## src/ble_adv_data_parser_defines.svh

```systemverilog
// Assertion macros for the BLE advertising-data parser.
// Included by files that carry concurrent checks; no other dependencies.
`ifndef BLE_ADV_DATA_PARSER_DEFINES_SVH
`define BLE_ADV_DATA_PARSER_DEFINES_SVH

// Same-cycle implication, disabled while reset is low
`define BLEADV_ASSERT_NOW(lbl, clk, rstn, ante, cons, msg) \
  lbl: assert property (@(posedge clk) disable iff (!rstn) (ante) |-> (cons)) else $error(msg);

// Next-cycle implication, disabled while reset is low
`define BLEADV_ASSERT_NEXT(lbl, clk, rstn, ante, cons, msg) \
  lbl: assert property (@(posedge clk) disable iff (!rstn) (ante) |=> (cons)) else $error(msg);

`endif

```

## src/bleadv_pkg.sv

```systemverilog
// Shared types and constants for the BLE advertising-data parser.
// No dependencies; imported by the parser top level.
package bleadv_pkg;

  // Configuration port
  localparam int unsigned CFG_IDX_W  = 2;
  localparam int unsigned CFG_DATA_W = 16;

  localparam logic [CFG_IDX_W-1:0] CFG_SERVICE_UUID    = 2'd0;
  localparam logic [CFG_IDX_W-1:0] CFG_TRACKER_COMPANY = 2'd1;
  localparam logic [CFG_IDX_W-1:0] CFG_TRACKER_TYPE    = 2'd2;

  // Register reset values
  localparam logic [15:0] RST_SERVICE_UUID    = 16'd0;
  localparam logic [15:0] RST_TRACKER_COMPANY = 16'd76;
  localparam logic [7:0]  RST_TRACKER_TYPE    = 8'd18;

  // AD record types
  localparam logic [7:0] AD_TYPE_FLAGS  = 8'h01;
  localparam logic [7:0] AD_UUID16_PART = 8'h02;
  localparam logic [7:0] AD_UUID16_FULL = 8'h03;
  localparam logic [7:0] AD_NAME_SHORT  = 8'h08;
  localparam logic [7:0] AD_NAME_FULL   = 8'h09;
  localparam logic [7:0] AD_SVC_DATA16  = 8'h16;
  localparam logic [7:0] AD_MAKER       = 8'hFF;

  // End reasons
  localparam logic [1:0] END_CLEAN     = 2'd0;
  localparam logic [1:0] END_PADDING   = 2'd1;
  localparam logic [1:0] END_TRUNCATED = 2'd2;

  // Name kinds
  localparam logic [1:0] NAME_NONE  = 2'd0;
  localparam logic [1:0] NAME_SHORT = 2'd1;
  localparam logic [1:0] NAME_FULL  = 2'd2;

  // found_mask bit positions
  localparam int unsigned FM_FLAGS   = 0;
  localparam int unsigned FM_MAKER   = 1;
  localparam int unsigned FM_TRACKER = 2;
  localparam int unsigned FM_UUID    = 3;
  localparam int unsigned FM_SVC     = 4;

  localparam logic [6:0] REC_MAX = 7'd127;

  // Record walker phase, one-hot
  typedef enum logic [3:0] {
    PH_LENGTH  = 4'b0001,
    PH_TYPE    = 4'b0010,
    PH_VALUE   = 4'b0100,
    PH_STOPPED = 4'b1000
  } phase_e;

  // Findings committed so far in the current advert
  typedef struct packed {
    logic       flags_ok;
    logic       maker_ok;
    logic       uuid_ok;
    logic       svc_ok;
    logic [7:0] flags_value;
    logic [15:0] vendor_id;
    logic [7:0] maker_offset;
    logic [7:0] maker_length;
    logic       trk_valid;
    logic [7:0] trk_byte;
    logic [7:0] svcdata_offset;
    logic [7:0] svcdata_length;
  } find_t;

  typedef struct packed {
    logic [1:0] kind;
    logic [7:0] offset;
    logic [7:0] length;
  } name_t;

  // One result request
  typedef struct packed {
    logic [6:0]  record_count;
    logic [1:0]  end_reason;
    logic [4:0]  found_mask;
    logic [7:0]  flags_value;
    logic [15:0] vendor_id;
    logic [7:0]  maker_offset;
    logic [7:0]  maker_length;
    logic [7:0]  svcdata_offset;
    logic [7:0]  svcdata_length;
    logic [1:0]  name_kind;
    logic [7:0]  name_offset;
    logic [7:0]  name_length;
  } result_t;

endpackage

```

## src/bleadv_ifs.sv

```systemverilog
// Valid/ready channel interfaces for the BLE advertising-data parser.
// No dependencies; the byte channel feeds the parser, the result channel leaves it.
interface bleadv_byte_if;
  logic       valid;
  logic       ready;
  logic [7:0] data_byte;
  logic       last_byte;

  modport source (output valid, output data_byte, output last_byte, input ready);
  modport sink (input valid, input data_byte, input last_byte, output ready);
endinterface

interface bleadv_result_if;
  logic        valid;
  logic        ready;
  logic [6:0]  record_count;
  logic [1:0]  end_reason;
  logic [4:0]  found_mask;
  logic [7:0]  flags_value;
  logic [15:0] vendor_id;
  logic [7:0]  maker_offset;
  logic [7:0]  maker_length;
  logic [7:0]  svcdata_offset;
  logic [7:0]  svcdata_length;
  logic [1:0]  name_kind;
  logic [7:0]  name_offset;
  logic [7:0]  name_length;

  modport source (
    output valid, input ready,
    output record_count, output end_reason, output found_mask, output flags_value,
    output vendor_id, output maker_offset, output maker_length,
    output svcdata_offset, output svcdata_length,
    output name_kind, output name_offset, output name_length
  );
  modport sink (
    input valid, output ready,
    input record_count, input end_reason, input found_mask, input flags_value,
    input vendor_id, input maker_offset, input maker_length,
    input svcdata_offset, input svcdata_length,
    input name_kind, input name_offset, input name_length
  );
endinterface

```

## src/ble_adv_data_parser.sv

```systemverilog
// BLE advertising-data parser: walks length-type-value records one byte per cycle
// unless input stalls. A result request passes the input register, then the result
// register. Throughput: one byte per cycle while input is not stalled.
// A full result register stalls input only once the next advert's last byte arrives.
// Reset (rst_ni low, asynchronous) clears all advert state and loads register defaults.
// Depends on bleadv_pkg, bleadv_ifs and ble_adv_data_parser_defines.svh.
`include "ble_adv_data_parser_defines.svh"

module ble_adv_data_parser #(
  parameter int unsigned MAX_ADVERT_BYTES = 255
) (
  input  logic                                clk_i,
  input  logic                                rst_ni,
  input  logic                                cfg_we_i,
  input  logic [bleadv_pkg::CFG_IDX_W-1:0]    cfg_idx_i,
  input  logic [bleadv_pkg::CFG_DATA_W-1:0]   cfg_data_i,
  bleadv_byte_if.sink                         byte_i,
  bleadv_result_if.source                     res_o
);
  import bleadv_pkg::*;

  localparam logic [7:0] MAX_POS = 8'(MAX_ADVERT_BYTES);

  // Configuration registers
  logic [15:0] svc_uuid_q;
  logic [15:0] trk_company_q;
  logic [7:0]  trk_type_q;

  // Input register
  logic       inq_valid_q;
  logic [7:0] inq_byte_q;
  logic       inq_last_q;
  logic       adv;

  // Walker state
  phase_e      phase_q, phase_d;
  logic [7:0]  pos_q, pos_d;
  logic [7:0]  left_q, left_d;
  logic [7:0]  type_q, type_d;
  logic [7:0]  vidx_q, vidx_d;
  logic [7:0]  vstart_q, vstart_d;
  logic [23:0] pend_q, pend_d;
  logic        hit_q, hit_d;
  logic [1:0]  decided_q, decided_d;
  logic [6:0]  rec_q, rec_d;
  find_t       find_q, find_d;
  name_t       name_q, name_d;

  // Result register
  logic        out_valid_q;
  result_t     res_q, res_d;

  // Advance the input register when its byte needs no result slot or the slot frees up
  assign adv = inq_valid_q && (!inq_last_q || !out_valid_q || res_o.ready);
  assign byte_i.ready = !inq_valid_q || adv;

  // Configuration writes
  always_ff @(posedge clk_i or negedge rst_ni) begin
    if (!rst_ni) begin
      svc_uuid_q    <= RST_SERVICE_UUID;
      trk_company_q <= RST_TRACKER_COMPANY;
      trk_type_q    <= RST_TRACKER_TYPE;
    end else if (cfg_we_i) begin
      unique case (cfg_idx_i)
        CFG_SERVICE_UUID:    svc_uuid_q    <= cfg_data_i[15:0];
        CFG_TRACKER_COMPANY: trk_company_q <= cfg_data_i[15:0];
        CFG_TRACKER_TYPE:    trk_type_q    <= cfg_data_i[7:0];
        default: ;
      endcase
    end
  end

  // Capture the incoming byte request
  always_ff @(posedge clk_i or negedge rst_ni) begin
    if (!rst_ni) begin
      inq_valid_q <= 1'b0;
    end else if (byte_i.ready) begin
      inq_valid_q <= byte_i.valid;
    end
  end

  always_ff @(posedge clk_i) begin
    if (byte_i.valid && byte_i.ready) begin
      inq_byte_q <= byte_i.data_byte;
      inq_last_q <= byte_i.last_byte;
    end
  end

  // Walk one byte, commit a finished record, form the result on the last byte
  always_comb begin
    logic [7:0]  b;
    logic [7:0]  vlen;
    logic        is_uuid_list;
    logic [15:0] pair;
    logic [4:0]  mask;
    logic [1:0]  reason;

    b            = inq_byte_q;
    phase_d      = phase_q;
    pos_d        = pos_q;
    left_d       = left_q;
    type_d       = type_q;
    vidx_d       = vidx_q;
    vstart_d     = vstart_q;
    pend_d       = pend_q;
    hit_d        = hit_q;
    decided_d    = decided_q;
    rec_d        = rec_q;
    find_d       = find_q;
    name_d       = name_q;
    is_uuid_list = (type_q == AD_UUID16_PART) || (type_q == AD_UUID16_FULL);
    pair         = {b, pend_q[7:0]};
    vlen         = 8'd0;

    if (adv && phase_q != PH_STOPPED) begin
      if (pos_q >= MAX_POS) begin
        // Overflow: drop the byte and report truncation
        phase_d = PH_TYPE;
      end else begin
        unique case (phase_q)
          PH_LENGTH: begin
            if (b == 8'd0) begin
              phase_d = PH_STOPPED;
            end else begin
              left_d  = b;
              phase_d = PH_TYPE;
            end
          end
          PH_TYPE: begin
            type_d   = b;
            vstart_d = pos_q + 8'd1;
            vidx_d   = 8'd0;
            pend_d   = 24'd0;
            hit_d    = 1'b0;
            left_d   = left_q - 8'd1;
            phase_d  = PH_VALUE;
          end
          PH_VALUE: begin
            if (is_uuid_list) begin
              if (!vidx_q[0]) begin
                pend_d[7:0] = b;
              end else if (pair == svc_uuid_q) begin
                hit_d = 1'b1;
              end
            end else if (vidx_q < 8'd3) begin
              case (vidx_q[1:0])
                2'd0:    pend_d[7:0]   = b;
                2'd1:    pend_d[15:8]  = b;
                default: pend_d[23:16] = b;
              endcase
            end
            vidx_d = vidx_q + 8'd1;
            left_d = left_q - 8'd1;
          end
          default: ;
        endcase

        // Commit the record on its last byte
        if (phase_d == PH_VALUE && left_d == 8'd0) begin
          vlen    = vidx_d;
          phase_d = PH_LENGTH;
          if (rec_q != REC_MAX) begin
            rec_d = rec_q + 7'd1;
          end
          if (type_d == AD_TYPE_FLAGS && !decided_q[0]) begin
            decided_d[0] = 1'b1;
            if (vlen >= 8'd1) begin
              find_d.flags_ok    = 1'b1;
              find_d.flags_value = pend_d[7:0];
            end
          end else if (type_d == AD_MAKER && !decided_q[1]) begin
            decided_d[1] = 1'b1;
            if (vlen >= 8'd2) begin
              find_d.maker_ok     = 1'b1;
              find_d.vendor_id    = pend_d[15:0];
              find_d.maker_length = vlen - 8'd2;
              find_d.maker_offset = (vlen > 8'd2) ? (vstart_d + 8'd2) : 8'd0;
              find_d.trk_valid    = (vlen >= 8'd3);
              find_d.trk_byte     = pend_d[23:16];
            end
          end else if (type_d == AD_UUID16_PART || type_d == AD_UUID16_FULL) begin
            if (hit_d) begin
              find_d.uuid_ok = 1'b1;
            end
          end else if (type_d == AD_SVC_DATA16) begin
            if (!find_q.svc_ok && vlen >= 8'd2 && pend_d[15:0] == svc_uuid_q) begin
              find_d.svc_ok         = 1'b1;
              find_d.svcdata_length = vlen - 8'd2;
              find_d.svcdata_offset = (vlen > 8'd2) ? (vstart_d + 8'd2) : 8'd0;
            end
          end else if (vlen != 8'd0) begin
            if (type_d == AD_NAME_FULL && name_q.kind != NAME_FULL) begin
              name_d.kind   = NAME_FULL;
              name_d.offset = vstart_d;
              name_d.length = vlen;
            end else if (type_d == AD_NAME_SHORT && name_q.kind == NAME_NONE) begin
              name_d.kind   = NAME_SHORT;
              name_d.offset = vstart_d;
              name_d.length = vlen;
            end
          end
        end
        pos_d = pos_q + 8'd1;
      end
    end

    // Form the result from the state after this byte
    if (phase_d == PH_LENGTH) begin
      reason = END_CLEAN;
    end else if (phase_d == PH_STOPPED) begin
      reason = END_PADDING;
    end else begin
      reason = END_TRUNCATED;
    end
    mask              = 5'd0;
    mask[FM_FLAGS]    = find_d.flags_ok;
    mask[FM_MAKER]    = find_d.maker_ok;
    mask[FM_TRACKER]  = find_d.maker_ok && find_d.vendor_id == trk_company_q &&
                        find_d.trk_valid && find_d.trk_byte == trk_type_q;
    mask[FM_UUID]     = find_d.uuid_ok;
    mask[FM_SVC]      = find_d.svc_ok;

    res_d.record_count   = rec_d;
    res_d.end_reason     = reason;
    res_d.found_mask     = mask;
    res_d.flags_value    = find_d.flags_value;
    res_d.vendor_id      = find_d.vendor_id;
    res_d.maker_offset   = find_d.maker_offset;
    res_d.maker_length   = find_d.maker_length;
    res_d.svcdata_offset = find_d.svcdata_offset;
    res_d.svcdata_length = find_d.svcdata_length;
    res_d.name_kind      = name_d.kind;
    res_d.name_offset    = name_d.offset;
    res_d.name_length    = name_d.length;

    // Clear advert state after the last byte
    if (adv && inq_last_q) begin
      phase_d   = PH_LENGTH;
      pos_d     = 8'd0;
      left_d    = 8'd0;
      type_d    = 8'd0;
      vidx_d    = 8'd0;
      vstart_d  = 8'd0;
      pend_d    = 24'd0;
      hit_d     = 1'b0;
      decided_d = 2'd0;
      rec_d     = 7'd0;
      find_d    = '0;
      name_d    = '0;
    end
  end

  // Walker state registers
  always_ff @(posedge clk_i or negedge rst_ni) begin
    if (!rst_ni) begin
      phase_q   <= PH_LENGTH;
      pos_q     <= 8'd0;
      left_q    <= 8'd0;
      type_q    <= 8'd0;
      vidx_q    <= 8'd0;
      vstart_q  <= 8'd0;
      pend_q    <= 24'd0;
      hit_q     <= 1'b0;
      decided_q <= 2'd0;
      rec_q     <= 7'd0;
      find_q    <= '0;
      name_q    <= '0;
    end else begin
      phase_q   <= phase_d;
      pos_q     <= pos_d;
      left_q    <= left_d;
      type_q    <= type_d;
      vidx_q    <= vidx_d;
      vstart_q  <= vstart_d;
      pend_q    <= pend_d;
      hit_q     <= hit_d;
      decided_q <= decided_d;
      rec_q     <= rec_d;
      find_q    <= find_d;
      name_q    <= name_d;
    end
  end

  // Result register: load on the last byte, drop once taken
  always_ff @(posedge clk_i or negedge rst_ni) begin
    if (!rst_ni) begin
      out_valid_q <= 1'b0;
    end else if (adv && inq_last_q) begin
      out_valid_q <= 1'b1;
    end else if (res_o.ready) begin
      out_valid_q <= 1'b0;
    end
  end

  always_ff @(posedge clk_i) begin
    if (adv && inq_last_q) begin
      res_q <= res_d;
    end
  end

  assign res_o.valid          = out_valid_q;
  assign res_o.record_count   = res_q.record_count;
  assign res_o.end_reason     = res_q.end_reason;
  assign res_o.found_mask     = res_q.found_mask;
  assign res_o.flags_value    = res_q.flags_value;
  assign res_o.vendor_id      = res_q.vendor_id;
  assign res_o.maker_offset   = res_q.maker_offset;
  assign res_o.maker_length   = res_q.maker_length;
  assign res_o.svcdata_offset = res_q.svcdata_offset;
  assign res_o.svcdata_length = res_q.svcdata_length;
  assign res_o.name_kind      = res_q.name_kind;
  assign res_o.name_offset    = res_q.name_offset;
  assign res_o.name_length    = res_q.name_length;

  // Checks
  `BLEADV_ASSERT_NEXT(a_last_gives_result, clk_i, rst_ni, adv && inq_last_q,
    out_valid_q, "last byte did not raise a result")
  `BLEADV_ASSERT_NEXT(a_last_clears_advert, clk_i, rst_ni, adv && inq_last_q,
    phase_q == PH_LENGTH && pos_q == 8'd0 && rec_q == 7'd0 && decided_q == 2'd0,
    "advert state not cleared after last byte")
  `BLEADV_ASSERT_NOW(a_pos_bounds, clk_i, rst_ni, pos_q == 8'd0,
    rec_q == 7'd0 && name_q.kind == NAME_NONE, "findings present at position zero")
  `BLEADV_ASSERT_NOW(a_pos_cap, clk_i, rst_ni, 1'b1, pos_q <= MAX_POS,
    "byte position ran past the advert limit")

endmodule
```

## src/flat_wrapper.sv

```systemverilog
// flat-port wrapper written by rule: the top's interface ports become plain ports
module ble_adv_data_parser_flat import bleadv_pkg::*;
#(
  parameter int unsigned MAX_ADVERT_BYTES = 255
)
  (clk_i, rst_ni, cfg_we_i, cfg_idx_i, cfg_data_i, byte_i_valid, byte_i_data_byte, byte_i_last_byte, byte_i_ready, res_o_valid, res_o_ready, res_o_record_count, res_o_end_reason, res_o_found_mask, res_o_flags_value, res_o_vendor_id, res_o_maker_offset, res_o_maker_length, res_o_svcdata_offset, res_o_svcdata_length, res_o_name_kind, res_o_name_offset, res_o_name_length);
  bleadv_byte_if byte_i_i ();
  bleadv_result_if res_o_i ();
  input  logic clk_i;
  input  logic rst_ni;
  input  logic cfg_we_i;
  input  logic [bleadv_pkg::CFG_IDX_W-1:0] cfg_idx_i;
  input  logic [bleadv_pkg::CFG_DATA_W-1:0] cfg_data_i;
  input wire logic [$bits(byte_i_i.valid)-1:0] byte_i_valid;
  input wire logic [$bits(byte_i_i.data_byte)-1:0] byte_i_data_byte;
  input wire logic [$bits(byte_i_i.last_byte)-1:0] byte_i_last_byte;
  output wire logic [$bits(byte_i_i.ready)-1:0] byte_i_ready;
  output wire logic [$bits(res_o_i.valid)-1:0] res_o_valid;
  input wire logic [$bits(res_o_i.ready)-1:0] res_o_ready;
  output wire logic [$bits(res_o_i.record_count)-1:0] res_o_record_count;
  output wire logic [$bits(res_o_i.end_reason)-1:0] res_o_end_reason;
  output wire logic [$bits(res_o_i.found_mask)-1:0] res_o_found_mask;
  output wire logic [$bits(res_o_i.flags_value)-1:0] res_o_flags_value;
  output wire logic [$bits(res_o_i.vendor_id)-1:0] res_o_vendor_id;
  output wire logic [$bits(res_o_i.maker_offset)-1:0] res_o_maker_offset;
  output wire logic [$bits(res_o_i.maker_length)-1:0] res_o_maker_length;
  output wire logic [$bits(res_o_i.svcdata_offset)-1:0] res_o_svcdata_offset;
  output wire logic [$bits(res_o_i.svcdata_length)-1:0] res_o_svcdata_length;
  output wire logic [$bits(res_o_i.name_kind)-1:0] res_o_name_kind;
  output wire logic [$bits(res_o_i.name_offset)-1:0] res_o_name_offset;
  output wire logic [$bits(res_o_i.name_length)-1:0] res_o_name_length;
  assign byte_i_i.valid = byte_i_valid;
  assign byte_i_i.data_byte = byte_i_data_byte;
  assign byte_i_i.last_byte = byte_i_last_byte;
  assign byte_i_ready = byte_i_i.ready;
  assign res_o_valid = res_o_i.valid;
  assign res_o_i.ready = res_o_ready;
  assign res_o_record_count = res_o_i.record_count;
  assign res_o_end_reason = res_o_i.end_reason;
  assign res_o_found_mask = res_o_i.found_mask;
  assign res_o_flags_value = res_o_i.flags_value;
  assign res_o_vendor_id = res_o_i.vendor_id;
  assign res_o_maker_offset = res_o_i.maker_offset;
  assign res_o_maker_length = res_o_i.maker_length;
  assign res_o_svcdata_offset = res_o_i.svcdata_offset;
  assign res_o_svcdata_length = res_o_i.svcdata_length;
  assign res_o_name_kind = res_o_i.name_kind;
  assign res_o_name_offset = res_o_i.name_offset;
  assign res_o_name_length = res_o_i.name_length;
  ble_adv_data_parser #(.MAX_ADVERT_BYTES(MAX_ADVERT_BYTES)) u_core (.clk_i(clk_i), .rst_ni(rst_ni), .cfg_we_i(cfg_we_i), .cfg_idx_i(cfg_idx_i), .cfg_data_i(cfg_data_i), .byte_i(byte_i_i), .res_o(res_o_i));
endmodule
```

## config.mk

```make
export PLATFORM = sky130hd
export DESIGN_NAME = ble_adv_data_parser_flat
export DESIGN_NICKNAME = d
export VERILOG_FILES = /design/src/bleadv_pkg.sv /design/src/bleadv_ifs.sv /design/src/ble_adv_data_parser.sv /design/src/flat_wrapper.sv
export VERILOG_INCLUDE_DIRS = /design/src /design/src/src
export SDC_FILE = /design/constraint.sdc
export NUM_CORES = 1
export LEC_CHECK = 0
export ABC_CLOCK_PERIOD_IN_PS = 6300
export BUFFER_PORTS_ARGS = -buffer_cell sky130_fd_sc_hd__buf_4
export CAP_MARGIN = 25
export CORE_ASPECT_RATIO = 0.75
export CORE_MARGIN = 3
export CORE_UTILIZATION = 44
export CTS_CLUSTER_SIZE = 12
export DETAILED_ROUTE_END_ITERATION = 16
export PLACE_DENSITY_LB_ADDON = 0.25
export SLEW_MARGIN = 20
export SYNTH_ARGS = -nofsm -noshare
export SYNTH_HDL_FRONTEND = slang
export SYNTH_SLANG_ARGS = --single-unit
```

## constraint.sdc

```tcl
create_clock -name clk_i -period 6.3 [get_ports clk_i]
set_input_delay 0.63 -clock clk_i [delete_from_list [all_inputs] [get_ports clk_i]]
set_output_delay 0.63 -clock clk_i [all_outputs]
set_load 0.005 [all_outputs]
```

==> metrics.txt <==
Netlist cell types 81; Pleak 7.28 nW; Synth async-reset ratio 0.681; Reg2Reg Setup Slack 1.20 ns; sequential cell area 0.00810 mm^2; Post-Synthesis Cell Area 0.0145 mm^2; Syn Inst Count 1342; core footprint 0.0318 mm^2; Overall Power 6.03 mW; clk_lat worst skew 0.52 ns; Post-synth EDFFs 97; Clock Skews 0.0270 ns; WP data arrival 5.43 ns; Area Overhead vs Synth 16.9%; most frequent cells in the layout dfrtp_1, buf_4, nand2_1; post-synth top area share 0.348; maxcap violations 0; Slowest-stage cell, CP or4b_2; vias 10.8k; CP Capture Type flip-flop; status complete, no violations; fmax 0.196 GHz; RSZ-0062 raised after global routing no; Final ANT Viol Nets 0; post-CTS setup buffer count 0; Critical R2R Capture u_core.res_o.found_mask[2]; Multi-input gate area 0.00588 mm^2; worst vdd ir 0.218 mV; starting density of the core 0.455; Ys Warns 0; clock tree buffer depth 3; crit share post-route 0.809; drt pass-1 iters 5; # IOs 122; # diodes 0; initial antenna violation count 0; Post-Route WL 40200 um; Die ar. 0.0351 mm^2; setup TNS 0 ns; die extent in x 215 um; PD cells 357 mW/mm^2; Synth Flop Type dfrtp_1; CP peak stage delay 0.96 ns; fraction of the yosys area taken by sequential cells 0.560; Tightest Hold Check Type primary input to asynchronous set/reset pin; Buf/Inv on CP 0; #FFs+latches synth 304; Slew Limit Fails 0; CTS tree built; Hold Buf Count CTS 0; Final HPWL DP 27700 um; cell family with most CP delay simple AND/OR/NAND/NOR gates; post-DR wirelength/cell 21.1 um; DR DRC count 0; Final Core Density 0.531; grt ovf 0; Root Buffer clkbuf_16; Final setup viols 0; H-tree depth 2; crit path launch type flip-flop; Final Hold Vio Count 0; Slew headroom 0.301; WP depth 10; clock sink count 304; vias per cell 5.67; Site Rows 56; cell taking the most area after synthesis dfrtp_1; largest cells by area after synthesis dfrtp_1, edfxtp_1, mux2_2; Die Y-Extent 163 um; commonest non-fill, non-tap cell in the layout dfrtp_1; Placer Congestion 0.972; r2r startpoint u_core.phase_q[1]; Fill cells 2850; CP Data Required Time 6.63 ns; nets@finish 1482; Iter 0 DRT Violations 1182; # port buffers 121; Syn Area/Cell 10.8 um^2; share of layout cells above drive strength 1 0.195; Worst Tran Pin Value 1.05 ns; wire length of the first global-routing pass 62500 um; net count after synthesis 1382; clock buffer count from CTS 34; pin count of the biggest net entering global routing 164; clk slew on worst S/H paths 0.07 ns; cts repair resizes 0; critical path class flip-flop to flip-flop; maximum fanout along the worst path 38; GRT Util Overall 0.228; vias in the first global route 10.5k; Tmin final 5.10 ns; R2R depth 10; critical path cell sequence or4b_2 > mux2_2 > o21ai_0 > nor2_1 > o21a_1 > nand2_2 > a31o_2 > a2111oi_0 > o2111ai_1 > nor4_1
-- stage by stage --
| step | area (um^2) | setup WS, ns | std cells | hold WS [ns] |
|---|---|---|---|---|
| global placement | 15800 | 1.42 | 1839 | 0.486 |
| detailed placement | 15800 | 1.33 | 1840 | 0.499 |
| floorplan | 14500 | 1.96 | 1342 | 0.334 |
| global route | 16900 | 0.918 | 1902 | 0.0782 |
| CTS | 16900 | 1.31 | 1901 | 0.0594 |
| finish | 16900 | 1.20 | 1902 | 0.0494 |
-- flip-flops by register name, indices dropped and copies added (netlist names), 16 cells and up --
signal and count:
u_core.trk_company_q 16, u_core.find_q 69, u_core.name_q 18, u_core.res_o.vendor_id 16, u_core.pend_q 24, u_core.svc_uuid_q 16
-- worst max path at each step --
stage	start	end
global route	u_core.phase_q[1]	u_core.res_o.found_mask[2]
finish	u_core.phase_q[1]	u_core.res_o.found_mask[2]
detailed placement	u_core.phase_q[1]	u_core.res_o.found_mask[2]
global placement	u_core.phase_q[1]	u_core.res_o.found_mask[2]
CTS	u_core.phase_q[1]	u_core.res_o.found_mask[2]
floorplan	res_o_ready	u_core.res_o.end_reason[0]
-- cell families after synthesis --
| group | count (synthesis) | share of synthesized area |
|---|---|---|
| adders and majority gates | 8 | 0.00692 |
| muxes | 71 | 0.0562 |
| buffers and inverters | 123 | 0.0350 |
| AOI/OAI and AO/OA | 273 | 0.129 |
| DFF | 304 | 0.560 |
| and+or+nand+nor | 490 | 0.169 |
| xor gates and xnor gates | 73 | 0.0442 |
-- cells in the mapped netlist (4+ instances only) --
library cell  number
and2_1            84
ha_1               8
nor4_1             8
xnor2_1           34
a21oi_2            7
buf_2             12
dfrtp_1          201
nor3b_1            4
a21o_1             6
nand4_1           21
mux2_1             7
o22ai_1            8
a21oi_1           69
nor2_1           124
clkbuf_1          54
nor3_1            29
and3_1            10
a22oi_1            5
nand3b_1           6
o21a_1             4
dfstp_2            6
a22o_1            15
a22oi_2            6
a211oi_1          34
nand3_1           27
a2111oi_0          4
o211ai_1           7
mux2i_1           10
mux2_4             7
buf_1              6
mux2_2            47
or3_1             11
o21ai_0           57
xor2_1            39
inv_1             45
a31oi_1            5
edfxtp_1          97
nand2b_1           7
nand2_1          134
-- layer usage --
layer,wire [um],track usage
met5,0,0
met4,801,0.0588
met3,3130,0.0470
met2,17100,0.331
met1,19200,0.349
-- cell type report --
cell class / count / area share
clock inverter: 7 / 0.00400
tap: 435 / 0.0322
inverter: 46 / 0.0105
multi-input combinational: 915 / 0.348
sequential: 304 / 0.479
clock buffer: 54 / 0.0615
timing repair buffer: 141 / 0.0642
-- worst register-to-register path: cells and delay by family, from the launching register on --
kind,cells,cell delay [ns]
AO/OA/AOI/OAI,5,1.73
flip-flops,1,0.77
multiplexers,1,0.38
AND/OR/NAND/NOR,4,2.03
-- power by group --
group / internal, mW / leakage [nW] / total, mW / switching [mW]
logic: 0.574 / 3.04 / 1.50 / 0.925
registers: 2.25 / 3.69 / 2.56 / 0.317
clock network: 1.17 / 0.545 / 1.97 / 0.795
(Power assumes the default switching activity.)
